$ cat config.mk
export PLATFORM = sky130hd
export DESIGN_NAME = potentiometer_taper_resistance
export DESIGN_NICKNAME = d
export VERILOG_FILES = /design/src/design/pttr_pkg.sv /design/src/design/potentiometer_taper_resistance.sv /design/src/design/pttr_taper.sv
export SDC_FILE = /design/constraint.sdc
export NUM_CORES = 2
export LEC_CHECK = 0
export ABC_CLOCK_PERIOD_IN_PS = 27900
export BUFFER_PORTS_ARGS = -buffer_cell sky130_fd_sc_hd__buf_2
export CORE_MARGIN = 2
export CORE_UTILIZATION = 60
export DETAILED_ROUTE_END_ITERATION = 16
export GPL_TIMING_DRIVEN = 0
export PLACE_DENSITY = 0.87
export REMOVE_ABC_BUFFERS = 1
export SYNTH_ARGS = -nofsm -noshare
export SYNTH_HDL_FRONTEND = slang
export SYNTH_SLANG_ARGS = --single-unit
$ cat constraint.sdc
create_clock -name aclk -period 27.9 [get_ports aclk]
set_input_delay 1.395 -clock aclk [delete_from_list [all_inputs] [get_ports aclk]]
set_output_delay 1.395 -clock aclk [all_outputs]
set_load 0.01 [all_outputs]
$ cat src/design/pttr_pkg.sv
// Shared types and constants for the potentiometer taper resistance block.
// Used by pttr_taper and potentiometer_taper_resistance; no dependencies.
`default_nettype none

package pttr_pkg;

    localparam int POS_FRAC_BITS_DEF = 16;
    localparam int OHM_BITS_DEF      = 36;
    localparam int SLOT_BITS_DEF     = 8;

    localparam int CFG_INDEX_W = 3;

    typedef enum logic [CFG_INDEX_W-1:0] {
        CFG_TAPER_MODE = 3'd0,
        CFG_MAX_OHMS   = 3'd1,
        CFG_MIN_OHMS   = 3'd2,
        CFG_UPPER_SLOT = 3'd3,
        CFG_LOWER_SLOT = 3'd4
    } cfg_index_t;

    typedef enum logic [2:0] {
        TAPER_LINEAR   = 3'd0,
        TAPER_LOG      = 3'd1,
        TAPER_REV_LOG  = 3'd2,
        TAPER_AUDIO_05 = 3'd3,
        TAPER_AUDIO_10 = 3'd4,
        TAPER_AUDIO_15 = 3'd5,
        TAPER_AUDIO_20 = 3'd6,
        TAPER_AUDIO_30 = 3'd7
    } taper_mode_t;

    localparam longint unsigned MAX_OHMS_RESET = 64'd10000000;

    // audio taper track fraction at half rotation, per mille
    localparam int unsigned PERMILLE_05 = 50;
    localparam int unsigned PERMILLE_10 = 100;
    localparam int unsigned PERMILLE_15 = 150;
    localparam int unsigned PERMILLE_20 = 200;
    localparam int unsigned PERMILLE_30 = 300;

    // round(permille / 1000 * 2^frac_bits), elaboration only
    function automatic longint unsigned audio_mid(input int unsigned permille,
                                                  input int unsigned frac_bits);
        longint unsigned scaled;
        scaled = 64'(permille) << frac_bits;
        return (scaled + 64'd500) / 64'd1000;
    endfunction

endpackage

`default_nettype wire

$ cat src/design/potentiometer_taper_resistance.sv
// Top level of the potentiometer taper resistance block: config registers,
// leg scaling pipeline and output register. Depends on pttr_pkg, pttr_taper.
//
//   channel   signals                                   direction
//   s_        s_valid s_ready s_position                in
//   m_        m_valid m_ready m_upper_* m_lower_*       out
//   cfg_      cfg_we cfg_index cfg_wdata                in (write only)
//
// Six register stages: three in the taper curve (clamp/select, multiply,
// round), then complement, leg multiply, round/floor into the output register.
// One transaction per cycle when the output is not stalled.
// Synchronous active-low reset empties the pipeline and loads register defaults.
// A stall on m_ready backs up stage by stage; nothing is dropped or repeated.
`default_nettype none

module potentiometer_taper_resistance #(
    parameter int POS_FRAC_BITS = pttr_pkg::POS_FRAC_BITS_DEF,
    parameter int OHM_BITS      = pttr_pkg::OHM_BITS_DEF,
    parameter int SLOT_BITS     = pttr_pkg::SLOT_BITS_DEF
) (
    input  wire logic                            aclk,
    input  wire logic                            aresetn,

    input  wire logic                            cfg_we,
    input  wire logic [pttr_pkg::CFG_INDEX_W-1:0] cfg_index,
    input  wire logic [((OHM_BITS > SLOT_BITS + 1) ? OHM_BITS : SLOT_BITS + 1)-1:0] cfg_wdata,

    input  wire logic                            s_valid,
    output logic                                 s_ready,
    input  wire logic signed [POS_FRAC_BITS+1:0] s_position,

    output logic                                 m_valid,
    input  wire logic                            m_ready,
    output logic                                 m_upper_write,
    output logic [SLOT_BITS-1:0]                 m_upper_index,
    output logic [OHM_BITS-1:0]                  m_upper_ohms,
    output logic                                 m_lower_write,
    output logic [SLOT_BITS-1:0]                 m_lower_index,
    output logic [OHM_BITS-1:0]                  m_lower_ohms
);

    localparam int F    = POS_FRAC_BITS;
    localparam int HI_W = (OHM_BITS > F) ? OHM_BITS - F : 1;
    localparam int RX_W = HI_W + F;
    localparam int HP_W = HI_W + F + 1;
    localparam int LP_W = 2 * F + 1;
    localparam int TW   = HI_W + F + 3;

    localparam logic [F:0]    ONE = (F + 1)'(1) << F;
    localparam logic [LP_W:0] RND = (LP_W + 1)'(1) << (F - 1);

    // configuration registers
    pttr_pkg::taper_mode_t taper_mode_reg;
    logic [OHM_BITS-1:0]   max_ohms_reg;
    logic [OHM_BITS-1:0]   min_ohms_reg;
    logic [SLOT_BITS:0]    upper_slot_reg;
    logic [SLOT_BITS:0]    lower_slot_reg;

    // per-leg setup, follows the config registers in the next cycle
    logic                  up_wr_reg, up_wr_next;
    logic                  lo_wr_reg, lo_wr_next;
    logic [SLOT_BITS-1:0]  up_idx_reg, up_idx_next;
    logic [SLOT_BITS-1:0]  lo_idx_reg, lo_idx_next;
    logic [OHM_BITS-1:0]   up_span_reg, up_span_next;
    logic [OHM_BITS-1:0]   lo_span_reg, lo_span_next;
    logic [OHM_BITS-1:0]   up_base_reg, up_base_next;
    logic [OHM_BITS-1:0]   lo_base_reg, lo_base_next;
    logic [OHM_BITS-1:0]   rheo_span;

    logic                  tap_valid, tap_ready;
    logic [F:0]            tap_n;

    logic                  v1_reg, v2_reg, v3_reg;
    logic                  rdy1, rdy2, rdy3;

    logic [F:0]            nu_reg, nl_reg;
    logic [RX_W-1:0]       up_rx, lo_rx;
    logic [HP_W-1:0]       hpu_reg, hpu_next, hpl_reg, hpl_next;
    logic [LP_W-1:0]       lpu_reg, lpu_next, lpl_reg, lpl_next;

    logic [LP_W:0]         rsum_u, rsum_l;
    logic [TW-1:0]         tot_u, tot_l;
    logic [OHM_BITS-1:0]   up_ohms_reg, up_ohms_next;
    logic [OHM_BITS-1:0]   lo_ohms_reg, lo_ohms_next;
    logic                  out_up_wr_reg, out_lo_wr_reg;
    logic [SLOT_BITS-1:0]  out_up_idx_reg, out_lo_idx_reg;

    always_ff @(posedge aclk) begin
        if (!aresetn) begin
            taper_mode_reg <= pttr_pkg::TAPER_LINEAR;
            max_ohms_reg   <= OHM_BITS'(pttr_pkg::MAX_OHMS_RESET);
            min_ohms_reg   <= '0;
            upper_slot_reg <= '1;
            lower_slot_reg <= '1;
        end else if (cfg_we) begin
            case (cfg_index)
                pttr_pkg::CFG_TAPER_MODE: begin
                    taper_mode_reg <= pttr_pkg::taper_mode_t'(cfg_wdata[2:0]);
                end
                pttr_pkg::CFG_MAX_OHMS:   max_ohms_reg   <= cfg_wdata[OHM_BITS-1:0];
                pttr_pkg::CFG_MIN_OHMS:   min_ohms_reg   <= cfg_wdata[OHM_BITS-1:0];
                pttr_pkg::CFG_UPPER_SLOT: upper_slot_reg <= cfg_wdata[SLOT_BITS:0];
                pttr_pkg::CFG_LOWER_SLOT: lower_slot_reg <= cfg_wdata[SLOT_BITS:0];
                default: ;
            endcase
        end
    end

    // wiring: both legs form a divider, one leg alone is a rheostat
    always_comb begin
        up_wr_next   = !upper_slot_reg[SLOT_BITS];
        lo_wr_next   = !lower_slot_reg[SLOT_BITS];
        up_idx_next  = up_wr_next ? upper_slot_reg[SLOT_BITS-1:0] : '0;
        lo_idx_next  = lo_wr_next ? lower_slot_reg[SLOT_BITS-1:0] : '0;
        rheo_span    = (max_ohms_reg > min_ohms_reg) ? max_ohms_reg - min_ohms_reg : '0;
        if (up_wr_next && lo_wr_next) begin
            up_span_next = max_ohms_reg;
            lo_span_next = max_ohms_reg;
            up_base_next = '0;
            lo_base_next = '0;
        end else begin
            up_span_next = rheo_span;
            lo_span_next = rheo_span;
            up_base_next = min_ohms_reg;
            lo_base_next = min_ohms_reg;
        end
    end

    always_ff @(posedge aclk) begin
        up_wr_reg   <= up_wr_next;
        lo_wr_reg   <= lo_wr_next;
        up_idx_reg  <= up_idx_next;
        lo_idx_reg  <= lo_idx_next;
        up_span_reg <= up_span_next;
        lo_span_reg <= lo_span_next;
        up_base_reg <= up_base_next;
        lo_base_reg <= lo_base_next;
    end

    pttr_taper #(
        .POS_FRAC_BITS (POS_FRAC_BITS)
    ) u_taper (
        .aclk        (aclk),
        .aresetn     (aresetn),
        .in_valid    (s_valid),
        .in_ready    (s_ready),
        .in_position (s_position),
        .mode        (taper_mode_reg),
        .out_valid   (tap_valid),
        .out_ready   (tap_ready),
        .out_n       (tap_n)
    );

    assign rdy3      = !v3_reg || m_ready;
    assign rdy2      = !v2_reg || rdy3;
    assign rdy1      = !v1_reg || rdy2;
    assign tap_ready = rdy1;

    // span split into high and low parts so each product stays narrow
    assign up_rx    = RX_W'(up_span_reg);
    assign lo_rx    = RX_W'(lo_span_reg);
    assign hpu_next = HP_W'(up_rx[RX_W-1:F]) * HP_W'(nu_reg);
    assign lpu_next = LP_W'(up_rx[F-1:0]) * LP_W'(nu_reg);
    assign hpl_next = HP_W'(lo_rx[RX_W-1:F]) * HP_W'(nl_reg);
    assign lpl_next = LP_W'(lo_rx[F-1:0]) * LP_W'(nl_reg);

    // base + round(span * n), floored at min_ohms, above max_ohms only if min_ohms is; zero for an unwritten leg
    always_comb begin
        rsum_u = (LP_W + 1)'(lpu_reg) + RND;
        rsum_l = (LP_W + 1)'(lpl_reg) + RND;
        tot_u  = TW'(up_base_reg) + TW'(hpu_reg) + TW'(rsum_u[LP_W:F]);
        tot_l  = TW'(lo_base_reg) + TW'(hpl_reg) + TW'(rsum_l[LP_W:F]);
        if (!up_wr_reg) begin
            up_ohms_next = '0;
        end else if (tot_u > TW'(min_ohms_reg)) begin
            up_ohms_next = tot_u[OHM_BITS-1:0];
        end else begin
            up_ohms_next = min_ohms_reg;
        end
        if (!lo_wr_reg) begin
            lo_ohms_next = '0;
        end else if (tot_l > TW'(min_ohms_reg)) begin
            lo_ohms_next = tot_l[OHM_BITS-1:0];
        end else begin
            lo_ohms_next = min_ohms_reg;
        end
    end

    always_ff @(posedge aclk) begin
        if (!aresetn) begin
            v1_reg <= 1'b0;
            v2_reg <= 1'b0;
            v3_reg <= 1'b0;
        end else begin
            if (rdy1) begin
                v1_reg <= tap_valid;
            end
            if (rdy2) begin
                v2_reg <= v1_reg;
            end
            if (rdy3) begin
                v3_reg <= v2_reg;
            end
        end
    end

    always_ff @(posedge aclk) begin
        if (rdy1 && tap_valid) begin
            nu_reg <= ONE - tap_n;
            nl_reg <= tap_n;
        end
        if (rdy2 && v1_reg) begin
            hpu_reg <= hpu_next;
            lpu_reg <= lpu_next;
            hpl_reg <= hpl_next;
            lpl_reg <= lpl_next;
        end
        if (rdy3 && v2_reg) begin
            up_ohms_reg    <= up_ohms_next;
            lo_ohms_reg    <= lo_ohms_next;
            out_up_wr_reg  <= up_wr_reg;
            out_lo_wr_reg  <= lo_wr_reg;
            out_up_idx_reg <= up_idx_reg;
            out_lo_idx_reg <= lo_idx_reg;
        end
    end

    assign m_valid       = v3_reg;
    assign m_upper_write = out_up_wr_reg;
    assign m_upper_index = out_up_idx_reg;
    assign m_upper_ohms  = up_ohms_reg;
    assign m_lower_write = out_lo_wr_reg;
    assign m_lower_index = out_lo_idx_reg;
    assign m_lower_ohms  = lo_ohms_reg;

    // a leg that is not written carries all zero fields
    a_upper_idle_zero: assert property (@(posedge aclk) disable iff (!aresetn)
        m_valid && !m_upper_write |-> m_upper_ohms == '0 && m_upper_index == '0)
        else $error("upper leg not written but fields nonzero");

    a_lower_idle_zero: assert property (@(posedge aclk) disable iff (!aresetn)
        m_valid && !m_lower_write |-> m_lower_ohms == '0 && m_lower_index == '0)
        else $error("lower leg not written but fields nonzero");

    // tapered fraction never exceeds full scale
    a_taper_range: assert property (@(posedge aclk) disable iff (!aresetn)
        tap_valid |-> tap_n <= ONE)
        else $error("taper output above one");

    // backpressure reaches the input only when every leg stage is full
    a_full_when_stalled: assert property (@(posedge aclk) disable iff (!aresetn)
        !s_ready |-> v1_reg && v2_reg && v3_reg && !m_ready)
        else $error("input stalled with a bubble in the pipeline");

endmodule

`default_nettype wire

$ cat src/design/pttr_taper.sv
// Three-stage taper curve pipeline: clamp and operand select, multiply, round.
// Depends on pttr_pkg.
`default_nettype none

module pttr_taper #(
    parameter int POS_FRAC_BITS = pttr_pkg::POS_FRAC_BITS_DEF
) (
    input  wire logic                        aclk,
    input  wire logic                        aresetn,
    input  wire logic                        in_valid,
    output logic                             in_ready,
    input  wire logic signed [POS_FRAC_BITS+1:0] in_position,
    input  wire pttr_pkg::taper_mode_t       mode,
    output logic                             out_valid,
    input  wire logic                        out_ready,
    output logic [POS_FRAC_BITS:0]           out_n
);

    localparam int F  = POS_FRAC_BITS;
    localparam int PW = 2 * F + 2;

    localparam logic [F:0]    ONE      = (F + 1)'(1) << F;
    localparam logic [F:0]    HALF_ONE = (F + 1)'(1) << (F - 1);
    localparam logic [PW:0]   RND      = (PW + 1)'(1) << (F - 1);

    localparam logic [F:0] MID_05 = (F + 1)'(pttr_pkg::audio_mid(pttr_pkg::PERMILLE_05, F));
    localparam logic [F:0] MID_10 = (F + 1)'(pttr_pkg::audio_mid(pttr_pkg::PERMILLE_10, F));
    localparam logic [F:0] MID_15 = (F + 1)'(pttr_pkg::audio_mid(pttr_pkg::PERMILLE_15, F));
    localparam logic [F:0] MID_20 = (F + 1)'(pttr_pkg::audio_mid(pttr_pkg::PERMILLE_20, F));
    localparam logic [F:0] MID_30 = (F + 1)'(pttr_pkg::audio_mid(pttr_pkg::PERMILLE_30, F));

    // slopes of the two audio segments, Q1.F
    localparam logic [F:0] RISE_05 = MID_05 << 1;
    localparam logic [F:0] RISE_10 = MID_10 << 1;
    localparam logic [F:0] RISE_15 = MID_15 << 1;
    localparam logic [F:0] RISE_20 = MID_20 << 1;
    localparam logic [F:0] RISE_30 = MID_30 << 1;
    localparam logic [F:0] FALL_05 = (ONE - MID_05) << 1;
    localparam logic [F:0] FALL_10 = (ONE - MID_10) << 1;
    localparam logic [F:0] FALL_15 = (ONE - MID_15) << 1;
    localparam logic [F:0] FALL_20 = (ONE - MID_20) << 1;
    localparam logic [F:0] FALL_30 = (ONE - MID_30) << 1;

    logic          s1_valid_reg, s2_valid_reg, s3_valid_reg;
    logic          rdy1, rdy2, rdy3;

    logic [F:0]    s1_a_reg, s1_a_next;
    logic [F:0]    s1_b_reg, s1_b_next;
    logic [F:0]    s1_base_reg, s1_base_next;
    logic          s1_inv_reg, s1_inv_next;

    logic [PW-1:0] s2_prod_reg, s2_prod_next;
    logic [F:0]    s2_base_reg;
    logic          s2_inv_reg;

    logic [F:0]    s3_n_reg, s3_n_next;

    logic [F:0]    p;
    logic [F:0]    mid, rise, fall;
    logic [PW:0]   rsum;
    logic [F+2:0]  q, t;

    assign rdy3     = !s3_valid_reg || out_ready;
    assign rdy2     = !s2_valid_reg || rdy3;
    assign rdy1     = !s1_valid_reg || rdy2;
    assign in_ready = rdy1;

    // stage 1: clamp to 0..1 and pick multiplier operands for the curve
    always_comb begin
        if (in_position[F+1]) begin
            p = '0;
        end else if (in_position[F] && (|in_position[F-1:0])) begin
            p = ONE;
        end else begin
            p = in_position[F:0];
        end

        case (mode)
            pttr_pkg::TAPER_AUDIO_05: begin mid = MID_05; rise = RISE_05; fall = FALL_05; end
            pttr_pkg::TAPER_AUDIO_10: begin mid = MID_10; rise = RISE_10; fall = FALL_10; end
            pttr_pkg::TAPER_AUDIO_15: begin mid = MID_15; rise = RISE_15; fall = FALL_15; end
            pttr_pkg::TAPER_AUDIO_20: begin mid = MID_20; rise = RISE_20; fall = FALL_20; end
            default:                  begin mid = MID_30; rise = RISE_30; fall = FALL_30; end
        endcase

        s1_base_next = '0;
        s1_inv_next  = 1'b0;
        case (mode)
            pttr_pkg::TAPER_LINEAR: begin
                // p * 1.0 rounds back to p
                s1_a_next = p;
                s1_b_next = ONE;
            end
            pttr_pkg::TAPER_LOG: begin
                s1_a_next = p;
                s1_b_next = p;
            end
            pttr_pkg::TAPER_REV_LOG: begin
                s1_a_next   = ONE - p;
                s1_b_next   = ONE - p;
                s1_inv_next = 1'b1;
            end
            default: begin
                if (p <= HALF_ONE) begin
                    s1_a_next = rise;
                    s1_b_next = p;
                end else begin
                    s1_a_next    = fall;
                    s1_b_next    = p - HALF_ONE;
                    s1_base_next = mid;
                end
            end
        endcase
    end

    // stage 2: product
    assign s2_prod_next = PW'(s1_a_reg) * PW'(s1_b_reg);

    // stage 3: round half up, add segment base or reflect, clamp to 1
    always_comb begin
        rsum = (PW + 1)'(s2_prod_reg) + RND;
        q    = rsum[PW:F];
        if (s2_inv_reg) begin
            t = (F + 3)'(ONE) - q;
        end else begin
            t = (F + 3)'(s2_base_reg) + q;
        end
        s3_n_next = (t > (F + 3)'(ONE)) ? ONE : t[F:0];
    end

    always_ff @(posedge aclk) begin
        if (!aresetn) begin
            s1_valid_reg <= 1'b0;
            s2_valid_reg <= 1'b0;
            s3_valid_reg <= 1'b0;
        end else begin
            if (rdy1) begin
                s1_valid_reg <= in_valid;
            end
            if (rdy2) begin
                s2_valid_reg <= s1_valid_reg;
            end
            if (rdy3) begin
                s3_valid_reg <= s2_valid_reg;
            end
        end
    end

    always_ff @(posedge aclk) begin
        if (rdy1 && in_valid) begin
            s1_a_reg    <= s1_a_next;
            s1_b_reg    <= s1_b_next;
            s1_base_reg <= s1_base_next;
            s1_inv_reg  <= s1_inv_next;
        end
        if (rdy2 && s1_valid_reg) begin
            s2_prod_reg <= s2_prod_next;
            s2_base_reg <= s1_base_reg;
            s2_inv_reg  <= s1_inv_reg;
        end
        if (rdy3 && s2_valid_reg) begin
            s3_n_reg <= s3_n_next;
        end
    end

    assign out_valid = s3_valid_reg;
    assign out_n     = s3_n_reg;

endmodule

`default_nettype wire
**Word-level counts from Yosys, hierarchy flattened**

Index checks and enable logic that the tools add are counted.

- Flip-flop bits (word level): 574
- Input bits: 62
- Output and inout bits: 92
- Logic and storage cells: 117

- $add $sub $neg: 13
- Multipliers: 5
- Magnitude comparators: 5
- Equality and inequality tests: 10
- Muxes and demuxes: 15
- Reductions and logical operators: 32

Operator list:

| operator | number |
|---|---|
| 36-bit two-way mux | 4 |
| 16-bit one-hot mux with 4 select lines | 2 |
| 38-bit by 18-bit adder with 39-bit output | 2 |
| 39-bit by 36-bit > comparator with 1-bit output | 2 |
| 36-bit by 37-bit adder with 38-bit output | 2 |
| 20-bit by 17-bit multiplier with 37-bit output | 2 |
| 33-bit by 16-bit adder with 34-bit output (second input constant) | 2 |
| 17-bit two-way mux | 4 |
| 16-bit by 17-bit multiplier with 33-bit output | 2 |
| 15-bit one-hot mux with 4 select lines | 1 |
| 17-bit one-hot mux with 3 select lines | 1 |
| 36-bit > comparator | 1 |
| 36-bit subtractor | 1 |
| 34-bit by 16-bit adder with 35-bit output (second input constant) | 1 |
| 17-bit by 17-bit multiplier with 34-bit output | 1 |
| 17-bit one-hot mux with 2 select lines | 1 |
| 17-bit subtractor (first input constant) | 2 |
| 17-bit by 19-bit adder with 19-bit output | 1 |
| 19-bit by 17-bit > comparator with 1-bit output (second input constant) | 1 |
| 19-bit two-way mux | 1 |
| 17-bit by 19-bit subtractor with 19-bit output (first input constant) | 1 |
| 17-bit by 16-bit less-or-equal comparator with 1-bit output (second input constant) | 1 |
| 17-bit by 16-bit subtractor with 17-bit output (second input constant) | 1 |
| 16-bit OR reduction | 1 |
| 11 further kinds | 42 |

**Depth between registers and ports, before layout**

- Depth after elaboration: 8
- Depth in mapped cells: 31

**By module**

From an unflattened synthesis, not the netlist that was laid out.

- Cells, all modules: 8474
- Area total of the unflattened synthesis: 77430.5 µm²

By module, submodules not included:

| module | instances | cells each | area an instance (µm²) | sequential area each (µm²) |
|---|---|---|---|---|
| potentiometer_taper_resistance | 1 | 6802 | 62224.7 | 10690.3 |
| pttr_taper | 1 | 1672 | 15205.8 | 2642.5 |

**Worst setup path before layout**

OpenSTA, ideal clock, no wires.

- Path kind: input to register
- Start point: input port m_ready
- End point: register hpl_reg[10] (enable)
- Setup time: 0.744 ns
- Data arrival time: 9.362 ns
- Data required time: 27.156 ns
- Setup slack: 17.794 ns
- Stages: 2
- Path buffers: 0
- Cell sequence: nor2b_1 a21boi_0

- Word-level cells in the longest chain between the ends: 3

RTL lines:

| element | RTL line | source |
|---|---|---|
| start: declaration | potentiometer_taper_resistance.sv:33 | `input wire logic m_ready,` |
| 1-bit logical OR | potentiometer_taper_resistance.sv:154 | `assign rdy3 = !v3_reg \|\| m_ready;` |
| 1-bit logical OR | potentiometer_taper_resistance.sv:155 | `assign rdy2 = !v2_reg \|\| rdy3;` |
| 1-bit logical AND | potentiometer_taper_resistance.sv:212 | `if (rdy2 && v1_reg) begin` |
| end signal: assignment | potentiometer_taper_resistance.sv:215 | `hpl_reg <= hpl_next;` |
| end: declaration | potentiometer_taper_resistance.sv:78 | `logic [HP_W-1:0] hpu_reg, hpu_next, hpl_reg, hpl_next;` |

No other way between the ends.
A chain may end at the register's enable or synchronous reset.

**Worst setup path in the final report**

- Start point: register lpu_reg[17]
- End point: register up_ohms_reg[5] (netlist: m_upper_ohms[5]) (data pin)

- Word-level cells in the longest chain between the ends: 4

RTL lines:

| element | RTL line | source |
|---|---|---|
| start: declaration | potentiometer_taper_resistance.sv:79 | `logic [LP_W-1:0] lpu_reg, lpu_next, lpl_reg, lpl_next;` |
| start signal: assignment | potentiometer_taper_resistance.sv:214 | `lpu_reg <= lpu_next;` |
| 33-bit by 16-bit adder with 34-bit output * | potentiometer_taper_resistance.sv:169 | `rsum_u = (LP_W + 1)'(lpu_reg) + RND;` |
| 38-bit by 18-bit adder with 39-bit output * | potentiometer_taper_resistance.sv:171 | `tot_u = TW'(up_base_reg) + TW'(hpu_reg) + TW'(rsum_u[LP_W:F]);` |
| 39-bit by 36-bit > comparator with 1-bit output | potentiometer_taper_resistance.sv:175 | `end else if (tot_u > TW'(min_ohms_reg)) begin` |
| 36-bit two-way mux * | potentiometer_taper_resistance.sv:175 |  |
| end signal: assignment | potentiometer_taper_resistance.sv:219 | `up_ohms_reg <= up_ohms_next;` |
| end: declaration | potentiometer_taper_resistance.sv:83 | `logic [OHM_BITS-1:0] up_ohms_reg, up_ohms_next;` |

Every way passes the cells marked *; elsewhere a longest branch is shown, timed or not.

==> load_flow_metrics.sql <==
INSERT INTO impl_metrics (metric_group, metric, value, unit) VALUES
('hold_path', 'hold_path_class', 'register to register', ''),
('drt', 'dr_total_vias', '60870', ''),
('logic_synthesis', 'netlist-cell-type-count', '109', ''),
('clock_network', 'cts_setup_buffers', '0', ''),
('sta', 'fin_skew', '0.04937', 'ns'),
('sta', 'grt_setup_unrepaired', 'no', ''),
('clock_network', 'tritoncts_clock_tree', 'yes', ''),
('critical_path', 'worst_path_most_repeated_cell', 'sky130_fd_sc_hd__a31oi_1', ''),
('clock_network', 'h-tree-depth', '2', ''),
('sta', 'timing.final.crit_share', '36.01', '%'),
('drt', 'route.met3.wl', '25870', 'microns'),
('logic_synthesis', 'synth-edff-count', '318', ''),
('power_and_ir_drop', 'pwr_density', '110.4', 'nW/um^2'),
('critical_path', 'cp_slowest_stage_delay', '0.86', 'ns'),
('finish', 'flow.area_growth_from_synthesis', '6.615', '%'),
('die', 'initial_utilization', '60.33', '%'),
('clock_network', 'clkSlewWorstSetupHoldPaths', '0.06', 'ns'),
('die', 'io_pins', '154', ''),
('sta', 'worst_pin_slew', '1.405', 'ns'),
('drt', 'remaining_drc_errors', '0', ''),
('sta', 'min_period', '10.05', 'ns'),
('critical_path', 'end_kind', 'register', ''),
('global_routing', 'grt_pass1_vias', '65230', ''),
('drt', 'via_per_inst', '6.097', ''),
('die', 'floorplan.die.height', '361.6', 'microns'),
('clock_network', 'post_cts.resized_instances', '0', ''),
('global_routing', 'grt_remaining_overflow', '0', ''),
('global_routing', 'grt_first_pass_wirelength', '352700', 'microns'),
('die', 'num_rows', '131', ''),
('critical_path', 'critPathSlowestCell', 'sky130_fd_sc_hd__nor4_1', ''),
('sta', 'report.final.setup_viol', '0', ''),
('clock_network', 'hold_buffers', '0', ''),
('die', 'design.core.area', '127200', 'sq um'),
('logic_synthesis', 'syn-instance-count', '8380', ''),
('global_routing', 'antenna_found_initial', '6', ''),
('die', 'dieArea', '130800', 'sq um'),
('logic_synthesis', 'yosysSeqAreaShare', '17.37', '%'),
('finish', 'final_core_utilization', '64.32', '%'),
('power_and_ir_drop', 'peak_vdd_ir', '0.1305', 'mV'),
('drt', 'm1WireLength', '79640', 'microns'),
('sta', 'max_freq', '99.52', 'MHz'),
('drt', 'route.antenna.remaining_nets', '0', ''),
('logic_synthesis', 'postSynth.asyncResetShare', '0', '%'),
('power_and_ir_drop', 'static-leakage-power', '39.10', 'nW'),
('drt', 'drt-total-wl', '223400', 'microns'),
('finish', 'max_ffs_per_register', '37', ''),
('placement', 'dp_hpwl', '170900', 'microns'),
('power_and_ir_drop', 'net_switching', '4.714', 'mW'),
('power_and_ir_drop', 'p_comb_share', '76.5', '%'),
('clock_network', 'clock_tree.buffer_depth', '3', ''),
('power_and_ir_drop', 'power.switching_fraction', '52.19', '%'),
('sta', 'hold_viol_final', '0', ''),
('finish', 'finalNetCount', '10320', ''),
('sta', 'tns', '0', 'ns'),
('logic_synthesis', 'synth_warnings', '0', ''),
('placement', 'finalWeightedCongestion', '0.9923', ''),
('logic_synthesis', 'syn_area', '76740', 'sq um'),
('clock_network', 'cts_buffers', '55', ''),
('power_and_ir_drop', 'power_internal', '4.318', 'mW'),
('die', 'floorplan.die.width', '361.6', 'microns'),
('logic_synthesis', 'synth_top_flop_cell', 'sky130_fd_sc_hd__edfxtp_1', ''),
('critical_path', 'critical_path_class', 'register to register', ''),
('clock_network', 'cts_root_buf', 'sky130_fd_sc_hd__clkbuf_16', ''),
('drt', 'avgRoutedWirePerCell', '22.38', 'microns'),
('global_routing', 'grt_start_max_net_pins', '55', ''),
('drt', 'drt_first_pass_iters', '7', ''),
('logic_synthesis', 'synth-seq-cells', '507', ''),
('drt', 'drt_iter0_drc', '6240', ''),
('power_and_ir_drop', 'share_clk_of_total_power', '8.6', '%'),
('status', 'outcome', 'complete, no violations', ''),
('sta', 'max-slew-margin-rel', '6.188', '%');
## power by group through the flow
stage / Sequential, mW / Combinational (mW) / Clock (mW)
after CTS: 1.33 / 6.75 / 0.778
final: 1.35 / 6.91 / 0.775
after global routing: 1.35 / 7.61 / 0.808
after detailed placement: 1.34 / 6.64 / 0
after global placement: 1.34 / 6.27 / 0
after floorplan: 1.23 / 4.71 / 0
## cells by family (layout without fill, tap and decap cells)
| family | count (synthesis) | count (layout) | synth area share (%) |
|---|---|---|---|
| AO/OA/AOI/OAI | 929 | 929 | 8.322 |
| buffers and inverters | 1983 | 1921 | 9.799 |
| XOR/XNOR | 287 | 287 | 3.310 |
| multiplexers | 69 | 69 | 0.9114 |
| adder cells (fa/ha/maj) | 1984 | 1984 | 44.23 |
| other | 0 | 4 | 0 |
| flip-flops | 507 | 507 | 17.37 |
| AND/OR/NAND/NOR | 2621 | 2621 | 16.06 |
## area by class of cell
cell class              instances  area [sq um]
diodes                          4         10.01
clock buffers                  64          1515
clock inverters                37         384.1
fillers                      9441         45380
inverters                    1601          6010
multi-input cells            5890         55970
flip-flops and latches        507         13370
well taps                    1662          2079
repair buffers                219          2477
## synthesized netlist by cell type (80+ instances only)
cell type | instances | area share (%)
sky130_fd_sc_hd__inv_1 | 1597 | 7.8
sky130_fd_sc_hd__nor2_1 | 264 | 1.3
sky130_fd_sc_hd__a21o_1 | 115 | 1.1
sky130_fd_sc_hd__clkbuf_1 | 358 | 1.8
sky130_fd_sc_hd__xnor2_1 | 200 | 2.3
sky130_fd_sc_hd__nor3_1 | 80 | 0.52
sky130_fd_sc_hd__nand3_1 | 114 | 0.74
sky130_fd_sc_hd__xor2_1 | 85 | 0.97
sky130_fd_sc_hd__nor2b_1 | 84 | 0.68
sky130_fd_sc_hd__dfxtp_1 | 189 | 4.9
sky130_fd_sc_hd__edfxtp_1 | 318 | 12
sky130_fd_sc_hd__o21ai_0 | 136 | 0.89
sky130_fd_sc_hd__fa_1 | 1214 | 32
sky130_fd_sc_hd__nand2_1 | 1347 | 6.6
sky130_fd_sc_hd__a21boi_0 | 90 | 0.88
sky130_fd_sc_hd__ha_1 | 770 | 13
sky130_fd_sc_hd__and2_1 | 500 | 4.1
sky130_fd_sc_hd__a21oi_1 | 233 | 1.5
## placed cells by master (no fill, tap or decap), types with 88 or more instances in the layout
cell / count
sky130_fd_sc_hd__o21ai_0: 136
sky130_fd_sc_hd__a21boi_0: 88
sky130_fd_sc_hd__nor2_1: 261
sky130_fd_sc_hd__nand2_1: 1347
sky130_fd_sc_hd__fa_1: 1214
sky130_fd_sc_hd__edfxtp_1: 318
sky130_fd_sc_hd__dfxtp_1: 159
sky130_fd_sc_hd__xnor2_1: 200
sky130_fd_sc_hd__and2_1: 500
sky130_fd_sc_hd__nand3_1: 114
sky130_fd_sc_hd__ha_1: 770
sky130_fd_sc_hd__a21oi_1: 233
sky130_fd_sc_hd__a21o_1: 115
sky130_fd_sc_hd__inv_1: 1597
sky130_fd_sc_hd__buf_2: 152
## per-stage QoR
step / total power, mW / instance area, sq um / instances / worst slack (ns) / hold WS [ns]
floorplan: 5.942 / 75230 / 7998 / 17.79 / 0.3855
global placement: 7.612 / 78070 / 9813 / 13.43 / 0.3862
detailed placement: 7.986 / 79900 / 9879 / 18.40 / 0.3895
CTS: 8.853 / 81800 / 9980 / 18.34 / 0.3614
global route: 9.765 / 81800 / 9980 / 17.96 / 0.3735
finish: 9.032 / 81810 / 9984 / 17.85 / 0.3663
## worst max-delay path: cells and delay by family, from the launching register on
family | cells | cell delay [ns]
xor gates and xnor gates | 1 | 0.55
buffers and inverters | 1 | 0.27
DFF | 1 | 0.42
AOI/OAI and AO/OA | 6 | 1.57
muxes | 1 | 0.55
and+or+nand+nor | 14 | 5.15
adders and majority gates | 3 | 1.17
## per-layer routing
layer | track usage [%] | vias to the layer above
met5 | 0.03700 | -
met4 | 20.26 | 8
met1 | 42.38 | 29810
met3 | 8.795 | 1096
met2 | 55.88 | 3900
li1 | - | 26050
## worst paths after layout
| kind | from | end | slack [ns] | cells after the start |
|---|---|---|---|---|
| hold / removal | up_idx_reg[4] | m_upper_index[4] | 0.37 | 0 |
| setup reg to reg | lpu_reg[17] | m_upper_ohms[5] | 17.85 | 26 |
| setup / recovery | lpu_reg[17] | m_upper_ohms[5] | 17.85 | 26 |
| hold reg to reg | up_idx_reg[4] | m_upper_index[4] | 0.37 | 0 |
(Power assumes the default switching activity.)
